### src/rtl/core/mpsm_pkg.sv
`default_nettype none

package mpsm_pkg;

    // Automaton sizing.
    localparam int MAX_NODES       = 1024;
    localparam int MAX_PATTERNS    = 512;
    localparam int MAX_PATTERN_LEN = 64;
    localparam int ALPHABET_SIZE   = 256;
    localparam int RESULT_CAP      = 64;
    localparam int QUEUE_DEPTH     = 2;

    // Derived widths.
    localparam int NODE_W   = $clog2(MAX_NODES);
    localparam int CNT_W    = NODE_W + 1;
    localparam int ID_W     = $clog2(MAX_PATTERNS);
    localparam int WORD_W   = $clog2(MAX_PATTERNS + 1);
    localparam int LEN_W    = $clog2(MAX_PATTERN_LEN + 1);
    localparam int SYM_W    = $clog2(ALPHABET_SIZE);
    localparam int CHILD_AW = NODE_W + SYM_W;
    localparam int RUN_W    = $clog2(RESULT_CAP + 1);
    localparam int POS_W    = 32;
    localparam int QPTR_W   = $clog2(QUEUE_DEPTH);
    localparam int QCNT_W   = $clog2(QUEUE_DEPTH + 1);

    // Request codes on the input.
    localparam logic [1:0] REQ_PATTERN = 2'd0;
    localparam logic [1:0] REQ_BUILD   = 2'd1;
    localparam logic [1:0] REQ_TEXT    = 2'd2;

    typedef enum logic [1:0] {
        OP_PATTERN,
        OP_BUILD,
        OP_TEXT,
        OP_NONE
    } op_t;

    typedef struct packed {
        logic [1:0] req_type;
        logic [7:0] symbol;
        logic       last;
    } in_item_t;

    typedef struct packed {
        logic [31:0] match_start;
        logic [31:0] match_end;
        logic [8:0]  pattern_id;
        logic        last_of_run;
        logic        overflow_seen;
    } result_t;

    typedef struct packed {
        op_t              op;
        logic [SYM_W-1:0] symbol;
        logic             last;
    } cmd_t;

    typedef struct packed {
        logic pop;
        logic clearing;
    } back_status_t;

endpackage

`default_nettype wire

### src/rtl/core/mpsm_front.sv
`default_nettype none

module mpsm_front (
    input  wire                         clk,
    input  wire                         rst_n,
    input  wire                         start,
    input  wire mpsm_pkg::in_item_t     item,
    output logic                        busy,
    input  wire mpsm_pkg::back_status_t back_status,
    output logic                        cmd_valid,
    output mpsm_pkg::cmd_t              cmd
);
    import mpsm_pkg::*;

    cmd_t              q_reg [QUEUE_DEPTH];
    logic [QPTR_W-1:0] rd_ptr_reg;
    logic [QPTR_W-1:0] wr_ptr_reg;
    logic [QCNT_W-1:0] count_reg;
    logic              push;
    cmd_t              cls;

    // The queue is full or the back end is still clearing its tables.
    assign busy      = (count_reg == QCNT_W'(QUEUE_DEPTH)) || back_status.clearing;
    assign push      = start && !busy;
    assign cmd_valid = (count_reg != '0);
    assign cmd       = q_reg[rd_ptr_reg];

    // Classify the incoming item.
    always_comb
    begin
        cls.symbol = SYM_W'(item.symbol % ALPHABET_SIZE);
        cls.last   = item.last;
        case (item.req_type)
            REQ_PATTERN: cls.op = OP_PATTERN;
            REQ_BUILD:   cls.op = OP_BUILD;
            REQ_TEXT:    cls.op = OP_TEXT;
            default:     cls.op = OP_NONE;
        endcase
    end

    // Queue storage.
    always_ff @(posedge clk)
    begin
        if (push)
        begin
            q_reg[wr_ptr_reg] <= cls;
        end
    end

    // Queue pointers.
    always_ff @(posedge clk or negedge rst_n)
    begin
        if (!rst_n)
        begin
            rd_ptr_reg <= '0;
            wr_ptr_reg <= '0;
            count_reg  <= '0;
        end
        else
        begin
            if (push)
            begin
                wr_ptr_reg <= QPTR_W'(wr_ptr_reg + 1'b1);
            end
            if (back_status.pop)
            begin
                rd_ptr_reg <= QPTR_W'(rd_ptr_reg + 1'b1);
            end
            if (push && !back_status.pop)
            begin
                count_reg <= QCNT_W'(count_reg + 1'b1);
            end
            else if (!push && back_status.pop)
            begin
                count_reg <= QCNT_W'(count_reg - 1'b1);
            end
        end
    end

endmodule

`default_nettype wire

### config.mk
export PLATFORM = sky130hd
export DESIGN_NAME = mpsm_front
export DESIGN_NICKNAME = d
export VERILOG_FILES = /design/src/rtl/core/mpsm_pkg.sv /design/src/rtl/core/mpsm_front.sv
export SDC_FILE = /design/constraint.sdc
export NUM_CORES = 1
export LEC_CHECK = 0
export BUFFER_PORTS_ARGS = -buffer_cell sky130_fd_sc_hd__buf_2
export CAP_MARGIN = 20
export CELL_PAD_IN_SITES_DETAIL_PLACEMENT = 1
export CELL_PAD_IN_SITES_GLOBAL_PLACEMENT = 1
export CORE_UTILIZATION = 41
export DETAILED_ROUTE_END_ITERATION = 12
export PLACE_DENSITY = 0.81
export RECOVER_POWER = 50
export SETUP_SLACK_MARGIN = 0.1
export SKIP_LAST_GASP = 1
export SYNTH_ARGS = -nofsm -noshare
export SYNTH_HDL_FRONTEND = slang
export SYNTH_SLANG_ARGS = --single-unit
### constraint.sdc
create_clock -name clk -period 2 [get_ports clk]
set_input_delay 0.6 -clock clk [delete_from_list [all_inputs] [get_ports clk]]
set_output_delay 0.6 -clock clk [all_outputs]
set_load 0.02 [all_outputs]
[After elaboration in Yosys (flattened, before gate mapping)]
Memories as Yosys holds them, arrays and structs flattened.
Cells that the tools add are included.
W data, S select, Z words.
Storage, ports and cells
  output and inout port bits: 13
  logic and storage cells: 26
  input bits: 16
  RAM bits: 22
  memories kept: 1
  bits in registers: 4
Operators by class
  eq/ne operators: 3
  add/subtract/negate cells: 4
  reduce and logical (&&, ||, !) cells: 10
  muxes and demuxes: 5
Memory list
  q_reg: depth 2, width 11, rd ports 1, clocked after memory_dff 0, write ports 1, RTL line mpsm_front.sv:15  | cmd_t q_reg [QUEUE_DEPTH];
Operators with widths (count)
  $pmux W2 S3: 1
  $eq A2 B2 Y1 const B: 2
  $mux W2: 2
  $reduce_bool A2 Y1: 2
  $logic_and A1 B1 Y1: 3
  $logic_not A1 Y1: 3
  $add A1 B1 Y1 const B: 2
  $add A2 B1 Y2 const B: 1
  $eq A2 B1 Y1 const B: 1
  $logic_not A2 Y1: 1
  $mux W1: 2
  $sub A2 B1 Y2 const B: 1
  $logic_or A1 B1 Y1: 1

[Longest topological paths before layout]
  depth in word-level cells: 8
  depth in mapped cells: 7
  gate-level depth less buffers: 7

[Worst setup path after synthesis]
No wires, ideal clock.
  path type: input to register
  from: input port back_status[0] in the netlist's numbering
  to: memory q_reg[0][0] in the netlist's numbering, enable pin
  stages on the path: 2
  data required time: 1622 ps
  path buffers: 0
  setup time: 378 ps
  slack: 364 ps
  arrival time: 1258 ps
  cell sequence: nand3b_4 -> nor2_1
Between the ends
  cells in the longest elaborated chain, start to end: 5
Ends and longest elaborated chain
  from (decl): RTL line mpsm_front.sv:9  | input wire mpsm_pkg::back_status_t back_status,
  $logic_or A1 B1 Y1: RTL line mpsm_front.sv:23  | assign busy = (count_reg == QCNT_W'(QUEUE_DEPTH)) || back_status.clearing;
  $logic_not A1 Y1: RTL line mpsm_front.sv:24  | assign push = start && !busy;
  $logic_and A1 B1 Y1: RTL line mpsm_front.sv:24
  $mux W1: RTL line mpsm_front.sv:44  | if (push)
  $mux W1 (implied by the code): RTL line mpsm_front.sv:46  | q_reg[wr_ptr_reg] <= cls;
  to (decl): RTL line mpsm_front.sv:15
Every way passes these cells.

==> impl_metrics.ini <==
[sta]
relSlewSlack_pct = 57.4
clock_skew_ns = 0.00255
post-route-period-util_pct = 96.1
finalHoldViolCount = 0
finalSetupViolCount = 0
rsz0062_at_grt = true
maxSlewViolCount = 0
tns_ns = 0
finalWorstSetupSlack_ns = 0.0779
tightest_slew_ns = 0.640
max_freq_mhz = 520
min_period_ns = 1.92

[drt]
vias = 555
wl_per_cell_um = 14.3
vias_per_cell = 4.70
dr.max_layer_used = met4
drt_iter0_drc = 5
dr_wl_met3_um = 48
met2_length_um = 893
drt_pass1_iterations = 2
antenna_left = 0
finalWirelength_um = 1680
remaining_drc_errors = 0
drt-met1-wl_um = 720

[yosys]
synthSimpleGateAreaFrac_pct = 5.85
synthTopCellsByCount = 22 x edfxtp_1, 11 x mux2_1, 4 x dfrtp_1
yosysSeqAreaShare_pct = 74.1
synth_fp_nets = 72
synthAdderAreaFrac_pct = 1.22
ys.flop_type = edfxtp_1
yosys.area.top_type_share_pct = 64.3
synth_top_family_by_area = multiplexers
synth_area_mm2 = 0.00103
synthCells = 55
synth_seq_cells = 26
synth_edf_count = 22
yosysMostFrequentCell = edfxtp_1
ys_types = 16
synth_compound_area_share_pct = 0
syn_avg_cell_area_um2 = 18.7
yosys-top-cells-area = edfxtp_1 64%, mux2_1 12%, dfrtp_1 9.7%
synthXorXnorAreaFrac_pct = 4.26
async_flop_share_pct = 15.4
yosys.area.top_type = edfxtp_1
ys_warn_count = 0
synthMuxAreaShare_pct = 12.1

[floorplan]
start_util_pct = 45.1
core_area_mm2 = 0.00228
io_pins = 29
die-area_mm2 = 0.00271
row_count = 17
fp.dieW_um = 52.1
die_y_um = 52.1

[setup_path]
r2r-end = q_reg[0][9]
ff2ff_path_depth = 4
worstSetupPathType = flip-flop to output pin
r2r_slack_ns = 0.25
required_ns = 1.40
cp.arrival_ns = 1.32
crit_fanout = 6
r2r-start = count_reg[0]
worstSetupEndpointType = output pin
crit_path_start = rd_ptr_reg
worstSetupEndpoint = cmd[9]
critPathLaunchType = flip-flop

[global_routing]
antenna_found_initial = 0
grt_pass1_vias = 597
grt_max_degree = 15
grt_pass1_wl_um = 2680
track_usage_pct = 14.1
grt_overflow = 0

[power]
p_sw_uw = 541
pwr-share-comb_pct = 44.2
clkPwrFrac_pct = 12.4
p_int_mw = 1.19
ir_drop_v = 0.000827
p_leak_nw = 0.555
switching_share_pct = 31.2
seqPwrFrac_pct = 43.3
powerDensity_mw_per_mm2 = 1290

[clock_tree]
clock_sinks = 26
htreeDepth = 1
clk_latency_ns = 0.30
cts_tree = built
hold_buffers = 0
cts_root_buffer = clkbuf_4
clk_pin_slew_ns = 0.13
cts_buffers = 3
clk_path_buf_depth = 2

[run]
drv_cap = 0

[layout]
fillers = 223
drive_gt1_share_pct = 48.9
largest_reg_flops = 22
diodes = 0
nets = 108
area_delta_synth_final_pct = 30.8
design_area_mm2 = 0.00134

[placement]
portBuffers = 28
dp_hpwl_um = 1220
place_congestion = 0.608
place_ws_ns = 0.186
place_area_mm2 = 0.00121

[run_status]
status = finished, final reports clean

[hold_path]
hp-class = input port to asynchronous set/reset pin
[power groups by stage]
stage               registers, mW  clock network [mW]  logic [mW]
finish                      0.752               0.216       0.767
global route                0.761               0.242       0.819
detailed placement          0.808                   0       0.488
CTS                         0.756               0.221       0.804
global placement            0.799                   0       0.478
floorplan                   0.752                   0       0.388
[cells in the final DEF, fill, tap and decap left out, drive strengths merged]
master  instances
and2            1
buf            28
clkbuf         10
dfrtp           4
edfxtp         22
ha              1
inv             2
mux2           11
nand2b          2
nand3b          1
nor2            2
or2             1
xnor2           2
xor2            3
[timing repair]
| item | in CTS | in global routing |
|---|---|---|
| setup endpoints to repair | 11 | 11 |
| setup buffers | 3 | 0 |
| pin swaps | 0 | 0 |
| resized for setup | 37 | 0 |
[through the flow]
step	utilization, %	hold slack (ns)	power (mW)	std cells
after global routing	59.0	0.0856	1.82	118
after global placement	53.0	0.410	1.28	111
after detailed placement	53.0	0.410	1.30	111
final	59.0	0.0981	1.73	118
after floorplan	-	0.304	1.14	55
after CTS	60.4	0.0692	1.78	118
[layer usage]
layer | track usage [%] | up-vias
met5 | 0 | -
met4 | 5.41 | 0
met3 | 1.75 | 2
met2 | 23.9 | 15
met1 | 18.3 | 271
li1 | - | 267
[kinds of logic after synthesis]
family | count (synthesis)
xor gates and xnor gates | 5
and+or+nand+nor | 7
muxes | 11
DFF | 26
buffers and inverters | 5
adders and majority gates | 1
[layout make-up]
type | count | area, µm² | area share [%]
Sequential cell | 26 | 762 | 56.7
Clock buffer | 4 | 26.3 | 1.96
Multi-Input combinational cell | 24 | 262 | 19.5
Inverter | 2 | 7.51 | 0.559
Timing Repair Buffer | 34 | 251 | 18.7
Tap cell | 28 | 35.0 | 2.61
[worst min path at each step]
stage,from,end
after global routing,rst_n,count_reg[1]
after detailed placement,rst_n,count_reg[1]
after global placement,rst_n,count_reg[1]
after floorplan,rst_n,count_reg[0]
after CTS,rst_n,count_reg[1]
final,rst_n,count_reg[1]
[critical path, cell delays in order, from the launching register on]
cell and delay (ns):
dfrtp_2 0.44, buf_6 0.15, mux2_4 0.30, buf_6 0.13
(Power assumes the default switching activity.)
